==> config.mk <==
export PLATFORM = sky130hd
export DESIGN_NAME = stereo_gain_peak_meter
export DESIGN_NICKNAME = d
export VERILOG_FILES = /design/src/hw/rtl/sgpm_pkg.sv /design/src/hw/rtl/sgpm_ctrl.sv /design/src/hw/rtl/sgpm_datapath.sv /design/src/hw/rtl/stereo_gain_peak_meter.sv
export SDC_FILE = /design/constraint.sdc
export NUM_CORES = 2
export LEC_CHECK = 0
export BUFFER_PORTS_ARGS = -buffer_cell sky130_fd_sc_hd__clkbuf_2
export CORE_UTILIZATION = 46
export DETAILED_ROUTE_END_ITERATION = 10
export HOLD_SLACK_MARGIN = 0.15
export PLACE_DENSITY = 0.64
export SLEW_MARGIN = 20
export SYNTH_ARGS = -nofsm -noshare
export SYNTH_HDL_FRONTEND = slang
export SYNTH_SLANG_ARGS = --single-unit
==> constraint.sdc <==
create_clock -name clk -period 15.3 [get_ports clk]
set_clock_uncertainty 0.05 [all_clocks]
set_input_delay 2.295 -clock clk [delete_from_list [all_inputs] [get_ports clk]]
set_output_delay 2.295 -clock clk [all_outputs]
set_load 0.02 [all_outputs]
==> src/hw/rtl/sgpm_pkg.sv <==
// ----------------------------------------------------------------------------
// sgpm_pkg: shared types and constants for the stereo gain and peak meter
// Holds the default widths, the gain divisor, controller states and the
// command and status words that pass between controller and datapath.
// ----------------------------------------------------------------------------
package sgpm_pkg;

  // default field widths
  localparam int SAMPLE_BITS_DEF     = 16;
  localparam int LEVEL_FRAC_BITS_DEF = 24;

  // volume register
  localparam int              VOLUME_BITS  = 8;
  localparam logic [7:0]      VOLUME_RESET = 8'd100;

  // gain is given in percent
  localparam int DIVISOR = 100;

  // coefficient denominators of the level follower
  localparam int ATTACK_DIV  = 20;
  localparam int RELEASE_DIV = 10000;

  // controller states
  typedef enum logic [3:0] {
    ST_IDLE,
    ST_GAIN,
    ST_EST,
    ST_FIX1,
    ST_FIX2,
    ST_SAT,
    ST_COEF,
    ST_MUL_LO,
    ST_MUL_HI,
    ST_MUL_MAG,
    ST_FINISH
  } sgpm_state_t;

  // operand selection of the shared multiplier
  typedef enum logic [2:0] {
    MUL_GAIN,
    MUL_EST,
    MUL_FIX,
    MUL_LO,
    MUL_HI,
    MUL_MAG
  } sgpm_mul_sel_t;

  // commands from controller to datapath
  typedef struct packed {
    logic          ld_in;
    logic          mul_en;
    sgpm_mul_sel_t mul_sel;
    logic          ld_a;
    logic          ld_q0;
    logic          ld_q;
    logic          ld_sat;
    logic          ld_coef;
    logic          acc_round;
    logic          acc_add;
    logic          commit;
  } sgpm_cmd_t;

  // status from datapath to controller
  typedef struct packed {
    logic out_free;
  } sgpm_status_t;

endpackage

==> src/hw/rtl/sgpm_ctrl.sv <==
// ----------------------------------------------------------------------------
// sgpm_ctrl: sequencer of the stereo gain and peak meter
// Steps one word at a time through gain, divide by reciprocal, clamp,
// coefficient choice and the three level products on a shared multiplier.
// ----------------------------------------------------------------------------
module sgpm_ctrl
  import sgpm_pkg::*;
(
  input  logic         clk,
  input  logic         rst,
  input  logic         in_valid,
  output logic         in_ready,
  input  sgpm_status_t status,
  output sgpm_cmd_t    cmd
);

  sgpm_state_t state;
  sgpm_state_t state_next;

  // state register
  always_ff @(posedge clk) begin
    if (rst) begin
      state <= ST_IDLE;
    end else begin
      state <= state_next;
    end
  end

  // next state
  always_comb begin
    state_next = state;
    case (state)
      ST_IDLE: begin
        if (in_valid) state_next = ST_GAIN;
      end
      ST_GAIN:    state_next = ST_EST;
      ST_EST:     state_next = ST_FIX1;
      ST_FIX1:    state_next = ST_FIX2;
      ST_FIX2:    state_next = ST_SAT;
      ST_SAT:     state_next = ST_COEF;
      ST_COEF:    state_next = ST_MUL_LO;
      ST_MUL_LO:  state_next = ST_MUL_HI;
      ST_MUL_HI:  state_next = ST_MUL_MAG;
      ST_MUL_MAG: state_next = ST_FINISH;
      ST_FINISH: begin
        if (status.out_free) state_next = ST_IDLE;
      end
      default:    state_next = ST_IDLE;
    endcase
  end

  // outputs
  always_comb begin
    cmd      = '0;
    cmd.mul_sel = MUL_GAIN;
    in_ready = 1'b0;
    case (state)
      ST_IDLE: begin
        in_ready   = 1'b1;
        cmd.ld_in  = in_valid;
      end
      ST_GAIN: begin
        cmd.mul_en  = 1'b1;
        cmd.mul_sel = MUL_GAIN;
      end
      ST_EST: begin
        cmd.mul_en  = 1'b1;
        cmd.mul_sel = MUL_EST;
        cmd.ld_a    = 1'b1;
      end
      ST_FIX1: begin
        cmd.mul_en  = 1'b1;
        cmd.mul_sel = MUL_FIX;
        cmd.ld_q0   = 1'b1;
      end
      ST_FIX2: begin
        cmd.ld_q = 1'b1;
      end
      ST_SAT: begin
        cmd.ld_sat = 1'b1;
      end
      ST_COEF: begin
        cmd.ld_coef = 1'b1;
      end
      ST_MUL_LO: begin
        cmd.mul_en  = 1'b1;
        cmd.mul_sel = MUL_LO;
      end
      ST_MUL_HI: begin
        cmd.mul_en    = 1'b1;
        cmd.mul_sel   = MUL_HI;
        cmd.acc_round = 1'b1;
      end
      ST_MUL_MAG: begin
        cmd.mul_en  = 1'b1;
        cmd.mul_sel = MUL_MAG;
        cmd.acc_add = 1'b1;
      end
      ST_FINISH: begin
        cmd.commit = status.out_free;
      end
      default: begin
        cmd.mul_sel = MUL_GAIN;
      end
    endcase
  end

endmodule

==> src/hw/rtl/sgpm_datapath.sv <==
// ----------------------------------------------------------------------------
// sgpm_datapath: arithmetic and state of the stereo gain and peak meter
// One shared unsigned multiplier, registered product, the volume register,
// both channel levels, channel parity and the output word register.
// ----------------------------------------------------------------------------
module sgpm_datapath
  import sgpm_pkg::*;
#(
  parameter int SAMPLE_BITS     = SAMPLE_BITS_DEF,
  parameter int LEVEL_FRAC_BITS = LEVEL_FRAC_BITS_DEF
) (
  input  logic                                      clk,
  input  logic                                      rst,
  input  logic                                      cfg_we,
  input  logic [VOLUME_BITS-1:0]                    cfg_data,
  input  logic signed [SAMPLE_BITS-1:0]             sample_in,
  input  logic                                      first_in_buffer,
  output logic                                      out_valid,
  input  logic                                      out_ready,
  output logic signed [SAMPLE_BITS-1:0]             sample_out,
  output logic                                      channel,
  output logic [SAMPLE_BITS+LEVEL_FRAC_BITS-1:0]    channel_level,
  output logic                                      saturated,
  input  sgpm_cmd_t                                 cmd,
  output sgpm_status_t                              status
);

  localparam int SB  = SAMPLE_BITS;
  localparam int F   = LEVEL_FRAC_BITS;
  localparam int LW  = SB + F;
  // gain product |s| * volume, and quotient width
  localparam int AW  = SB + VOLUME_BITS - 1;
  localparam int QW  = SB + 1;
  localparam int S   = AW;
  localparam int OPA = (AW > F) ? AW : F;
  localparam int OPB = (QW > F) ? QW : F;
  localparam int PW  = OPA + OPB;

  localparam logic [63:0]   ONE_F   = 64'd1 << F;
  localparam logic [QW-1:0] RECIP   = QW'((64'd1 << S) / DIVISOR);
  localparam logic [F-1:0]  C_UP    = F'((ONE_F + ATTACK_DIV / 2) / ATTACK_DIV);
  localparam logic [F-1:0]  C_DOWN  = F'((ONE_F + RELEASE_DIV / 2) / RELEASE_DIV);
  localparam logic [F-1:0]  K_UP    = F'(ONE_F - 64'(C_UP));
  localparam logic [F-1:0]  K_DOWN  = F'(ONE_F - 64'(C_DOWN));
  localparam logic [2*F:0]  HALF_F  = (2*F+1)'(ONE_F >> 1);
  localparam logic [QW-1:0] POS_LIM = QW'((64'd1 << (SB - 1)) - 64'd1);
  localparam logic [QW-1:0] NEG_LIM = QW'(64'd1 << (SB - 1));

  logic [VOLUME_BITS-1:0] volume;
  logic [SB-1:0]          sample_r;
  logic                   first_r;
  logic [AW-1:0]          a_r;
  logic [QW-1:0]          q0_r;
  logic [QW-1:0]          q_r;
  logic [SB-1:0]          mag_r;
  logic                   ch_r;
  logic [LW-1:0]          level_r;
  logic [F-1:0]           c_r;
  logic [F-1:0]           k_r;
  logic [PW-1:0]          prod;
  logic [LW:0]            acc;
  logic [LW-1:0]          left_level;
  logic [LW-1:0]          right_level;
  logic                   next_is_right;
  logic [SB-1:0]          scaled_r;
  logic                   sat_r;

  logic [SB-1:0]          abs_s;
  logic                   neg;
  logic [OPA-1:0]         op_a;
  logic [OPB-1:0]         op_b;
  logic [AW-1:0]          rem;
  logic [QW-1:0]          q_next;
  logic [QW-1:0]          mag_clamp;
  logic                   sat_next;
  logic                   ch_next;
  logic                   attack;
  logic [2*F:0]           lo_sum;
  logic [LW:0]            level_sum;

  // magnitude of the held sample, the most negative one included
  assign neg   = sample_r[SB-1];
  assign abs_s = neg ? (~sample_r + 1'b1) : sample_r;

  // volume register
  always_ff @(posedge clk) begin
    if (rst) begin
      volume <= VOLUME_RESET;
    end else if (cfg_we) begin
      volume <= cfg_data;
    end
  end

  // input word capture
  always_ff @(posedge clk) begin
    if (cmd.ld_in) begin
      sample_r <= sample_in;
      first_r  <= first_in_buffer;
    end
  end

  // shared multiplier operand selection
  always_comb begin
    op_a = '0;
    op_b = '0;
    case (cmd.mul_sel)
      MUL_GAIN: begin
        op_a = OPA'(abs_s);
        op_b = OPB'(volume);
      end
      MUL_EST: begin
        op_a = OPA'(prod[AW-1:0]);
        op_b = OPB'(RECIP);
      end
      MUL_FIX: begin
        op_a = OPA'(prod[S +: QW]);
        op_b = OPB'(DIVISOR);
      end
      MUL_LO: begin
        op_a = OPA'(level_r[F-1:0]);
        op_b = OPB'(k_r);
      end
      MUL_HI: begin
        op_a = OPA'(level_r[LW-1:F]);
        op_b = OPB'(k_r);
      end
      MUL_MAG: begin
        op_a = OPA'(mag_r);
        op_b = OPB'(c_r);
      end
      default: begin
        op_a = '0;
        op_b = '0;
      end
    endcase
  end

  // registered product
  always_ff @(posedge clk) begin
    if (cmd.mul_en) begin
      prod <= PW'(op_a) * PW'(op_b);
    end
  end

  // reciprocal estimate is at most one low, one compare fixes it
  assign rem    = a_r - prod[AW-1:0];
  assign q_next = (rem >= AW'(DIVISOR)) ? (q0_r + 1'b1) : q0_r;

  always_ff @(posedge clk) begin
    if (cmd.ld_a)  a_r  <= prod[AW-1:0];
    if (cmd.ld_q0) q0_r <= prod[S +: QW];
    if (cmd.ld_q)  q_r  <= q_next;
  end

  // clamp to the sample range, pick channel and its level
  always_comb begin
    sat_next  = 1'b0;
    mag_clamp = q_r;
    if (neg && (q_r > NEG_LIM)) begin
      sat_next  = 1'b1;
      mag_clamp = NEG_LIM;
    end else if (!neg && (q_r > POS_LIM)) begin
      sat_next  = 1'b1;
      mag_clamp = POS_LIM;
    end
  end

  assign ch_next = first_r ? 1'b0 : next_is_right;

  always_ff @(posedge clk) begin
    if (cmd.ld_sat) begin
      mag_r    <= mag_clamp[SB-1:0];
      scaled_r <= neg ? (~mag_clamp[SB-1:0] + 1'b1) : mag_clamp[SB-1:0];
      sat_r    <= sat_next;
      ch_r     <= ch_next;
      level_r  <= ch_next ? right_level : left_level;
    end
  end

  // attack when the magnitude lies above the level
  assign attack = ((LW'(mag_r) << F) > level_r);

  always_ff @(posedge clk) begin
    if (cmd.ld_coef) begin
      c_r <= attack ? C_UP : C_DOWN;
      k_r <= attack ? K_UP : K_DOWN;
    end
  end

  // level accumulation: rounded low part, high part, then attack term
  assign lo_sum    = {1'b0, prod[2*F-1:0]} + HALF_F;
  assign level_sum = acc + (LW+1)'(prod[LW-1:0]);

  always_ff @(posedge clk) begin
    if (cmd.acc_round) begin
      acc <= (LW+1)'(lo_sum[2*F:F]);
    end else if (cmd.acc_add) begin
      acc <= level_sum;
    end
  end

  // channel state
  always_ff @(posedge clk) begin
    if (rst) begin
      left_level    <= '0;
      right_level   <= '0;
      next_is_right <= 1'b0;
    end else if (cmd.commit) begin
      next_is_right <= !ch_r;
      if (ch_r) begin
        right_level <= level_sum[LW-1:0];
      end else begin
        left_level  <= level_sum[LW-1:0];
      end
    end
  end

  // output word register
  always_ff @(posedge clk) begin
    if (cmd.commit) begin
      sample_out    <= $signed(scaled_r);
      channel       <= ch_r;
      channel_level <= level_sum[LW-1:0];
      saturated     <= sat_r;
    end
  end

  always_ff @(posedge clk) begin
    if (rst) begin
      out_valid <= 1'b0;
    end else if (cmd.commit) begin
      out_valid <= 1'b1;
    end else if (out_ready) begin
      out_valid <= 1'b0;
    end
  end

  assign status.out_free = !out_valid || out_ready;

endmodule

==> src/hw/rtl/stereo_gain_peak_meter.sv <==
// Each sample steps through gain, estimate, fix, clamp, coefficient, low,
// high and magnitude steps, six products on one shared multiplier, then a
// finish step that registers the result word and is the only one a waiting
// result stalls. The next sample is taken after that, while a result waits.
// Reset (rst, synchronous): volume 100, both levels zero, next sample left.
// ----------------------------------------------------------------------------
// stereo_gain_peak_meter: stereo volume stage with per-channel peak meters
// Scales each interleaved sample by volume/100 with clamping and follows
// each channel's magnitude with an attack/release exponential average.
// ----------------------------------------------------------------------------
module stereo_gain_peak_meter
  import sgpm_pkg::*;
#(
  parameter int SAMPLE_BITS     = SAMPLE_BITS_DEF,
  parameter int LEVEL_FRAC_BITS = LEVEL_FRAC_BITS_DEF
) (
  input  logic                                   clk,
  input  logic                                   rst,
  input  logic                                   cfg_we,
  input  logic [VOLUME_BITS-1:0]                 cfg_data,
  input  logic                                   in_valid,
  output logic                                   in_ready,
  input  logic signed [SAMPLE_BITS-1:0]          sample_in,
  input  logic                                   first_in_buffer,
  output logic                                   out_valid,
  input  logic                                   out_ready,
  output logic signed [SAMPLE_BITS-1:0]          sample_out,
  output logic                                   channel,
  output logic [SAMPLE_BITS+LEVEL_FRAC_BITS-1:0] channel_level,
  output logic                                   saturated
);

  sgpm_cmd_t    cmd;
  sgpm_status_t status;

  // sequencer
  sgpm_ctrl u_ctrl (
    .clk      (clk),
    .rst      (rst),
    .in_valid (in_valid),
    .in_ready (in_ready),
    .status   (status),
    .cmd      (cmd)
  );

  // arithmetic and state
  sgpm_datapath #(
    .SAMPLE_BITS     (SAMPLE_BITS),
    .LEVEL_FRAC_BITS (LEVEL_FRAC_BITS)
  ) u_datapath (
    .clk             (clk),
    .rst             (rst),
    .cfg_we          (cfg_we),
    .cfg_data        (cfg_data),
    .sample_in       (sample_in),
    .first_in_buffer (first_in_buffer),
    .out_valid       (out_valid),
    .out_ready       (out_ready),
    .sample_out      (sample_out),
    .channel         (channel),
    .channel_level   (channel_level),
    .saturated       (saturated),
    .cmd             (cmd),
    .status          (status)
  );

endmodule
==> out/qor.yml <==
drtAntennaViolNets: 0
grt-ovfl-total: 0
synth-edff-count: 280
totalWireLength_um: 108000
hpwl_um: 86500
cts-root-buf: "clkbuf_16"
num_io_pins: 90
nNetsFinal: 4443
crit_arrival_ns: 11.35
startpoint_type: "register"
rrSetupSlack_ns: 4.20
post_cts_buffers: 0
fp.dieW_um: 283
die_area_um2: 80100
clk_path_buf_depth: 3
avgSynthCellArea_um2: 10.1
slew_viol_final: 0
initial_core_util_pct: 46.7
cts_max_level: 2
hold_buffers: 0
place_inst: 4676
slowest_delay_ns: 0.90
p_leak_nw: 18.2
synth_top_cell_by_area: "fa_1"
drive_above_1_share_pct: 7.78
areaGrowthSynthToFinish_pct: 8.35
finalCritPeriodShare_pct: 72.6
crit_path_top_delay_cell: "nand2_1"
yosys_register_bits: 389
gp_congestion: 0.994
hp-class: "reg -> reg"
drc: 0
antenna_found_initial: 0
worst_ep_required_time_ns: 15.55
layout_commonest_cell: "inv_1"
routedWlPerCell_um: 22.7
grt_max_degree: 67
cts_buffers: 38
synth_area_leaders: "fa_1 26%, edfxtp_1 23%, ha_1 9.2%, inv_1 6.8%, dfxtp_1 6.0%"
viasPerCell: 5.58
synthDistinctLibCells: 92
via_count: 26500
synth_top_area_share_pct: 25.9
yosys_warnings: 0
grt_usage_pct: 27.0
worst_pin_slew_ns: 1.17
total_power_mw: 7.96
cts_sinks: 389
clk_latency_ns: 0.56
dr_wl_met2_um: 47300
top_layer: "met4"
synth_seq_area_share_pct: 29.2
core_area_um2: 77700
fin_crit_ns: 11.10
drt_iter0_drc: 2540
die_h_um: 283
rows: 102
route.met3.wl_um: 10200
timing.hold.ws_ns: 0.368
endpoint_kind: "register"
powerDensity_nw_per_um2: 202
tns_ns: 0
post_cts_resized: 0
rsz0062_at_grt: "no"
met1_length_um: 45600
cts.reportedPaths.clkPinSlew_ns: 0.06
ys.flop_type: "edfxtp_1"
final_cell_mix: "655 x inv_1, 469 x fa_1, 428 x nand2_1"
synth_area_um2: 36300
cp_max_fo: 25
hold_viol: 0
status: "finished, final reports clean"
port_buffers: 89
max_freq_ghz: 0.0901
ir_drop_v: 0.000266
finalSetupViolCount: 0
cts_tree: "done"
fin_cells: 4745
drt_first_pass_iters: 9
drv_cap: 0
max_slew_margin_pct: 22.1
grt_first_pass_wirelength_um: 162000
placed_area_um2: 38100
final_area_um2: 39300
crit_top_cell: "fa_1"
critPathKind: "reg -> reg"
netlist_instances: 3609
grt_pass1_vias: 25600
ys_async_sr_fraction_pct: 0
registers in the layout (all words and copies together) (netlist names), 2 cells and up:
signal / cells
u_datapath.q_r: 17
u_datapath.acc: 40
u_datapath.right_level: 40
u_datapath.channel_level: 40
u_datapath.c_r: 2
u_datapath.left_level: 40
u_datapath.prod: 48
u_datapath.volume: 8
u_datapath.level_r: 40
u_datapath.a_r: 23
u_datapath.q0_r: 17
u_ctrl.state: 4
u_datapath.sample_out: 16
u_datapath.mag_r: 15
u_datapath.scaled_r: 16
u_datapath.sample_r: 16
metal layers:
layer / vias up / GRT usage [%]
li1: 12000 / -
met1: 13200 / 37.7
met2: 1109 / 40.6
met3: 202 / 6.47
met4: 0 / 10.3
met5: - / 0
kinds of logic after synthesis:
group,Yosys count,share of synthesized area [%]
simple gates,921,11.8
mux,58,1.76
xor+xnor,151,3.64
other cells,2,0.0207
fa+ha+maj,737,35.1
buf+inv,777,8.05
flops,389,29.2
compound gates,574,10.5
final timing paths:
path	from	to	cells after the start
worst min register to register	u_datapath.scaled_r[1]	u_datapath.sample_out[1]	0
worst min-delay path	u_datapath.scaled_r[1]	u_datapath.sample_out[1]	0
worst max register to register	u_ctrl.state[1]	u_datapath.prod[44]	30
worst max-delay path	u_ctrl.state[1]	u_datapath.prod[44]	30
cell usage after synthesis, drive strengths merged (23+ instances only):
library cell,n
a21o,42
a21oi,186
a22oi,23
and2,45
clkbuf,100
dfxtp,109
edfxtp,280
fa,469
ha,268
inv,658
mux2,45
nand2,428
nand2b,29
nand3,50
nor2,167
nor2b,29
nor3,45
o21a,28
o21ai,101
xnor2,88
xor2,63
report_power, final:
part / internal [mW] / switching, mW / total (mW)
sequential: 1.44 / 0.200 / 1.64
combinational: 1.99 / 3.39 / 5.38
clock: 0.536 / 0.409 / 0.945
stage by stage:
stage / util (%) / setup slack [ns]
after floorplan: - / 6.28
after global placement: 49.0 / 4.79
after CTS: 50.6 / 4.46
after detailed placement: 49.0 / 4.47
after global routing: 50.6 / 3.67
final: 50.6 / 4.20
final cells by class:
| cell class | instances | area (µm²) |
|---|---|---|
| fill | 7131 | 38400 |
| multi-input combinational | 2445 | 22900 |
| sequential | 389 | 10600 |
| antenna | 2 | 5.00 |
| tap | 1040 | 1300 |
| clock inverter | 13 | 143 |
| clock buffer | 54 | 1090 |
| timing repair buffer | 144 | 858 |
| inverter | 658 | 2470 |
critical path, delay by kind of cell, from the launching register on:
kind                       cells  cell delay (ns)
buffers and inverters          6             0.60
and+or+nand+nor                9             3.63
AOI/OAI and AO/OA              7             1.77
adders and majority gates      8             3.96
DFF                            1             0.80
No activity file was read; power rests on OpenSTA's default activity.
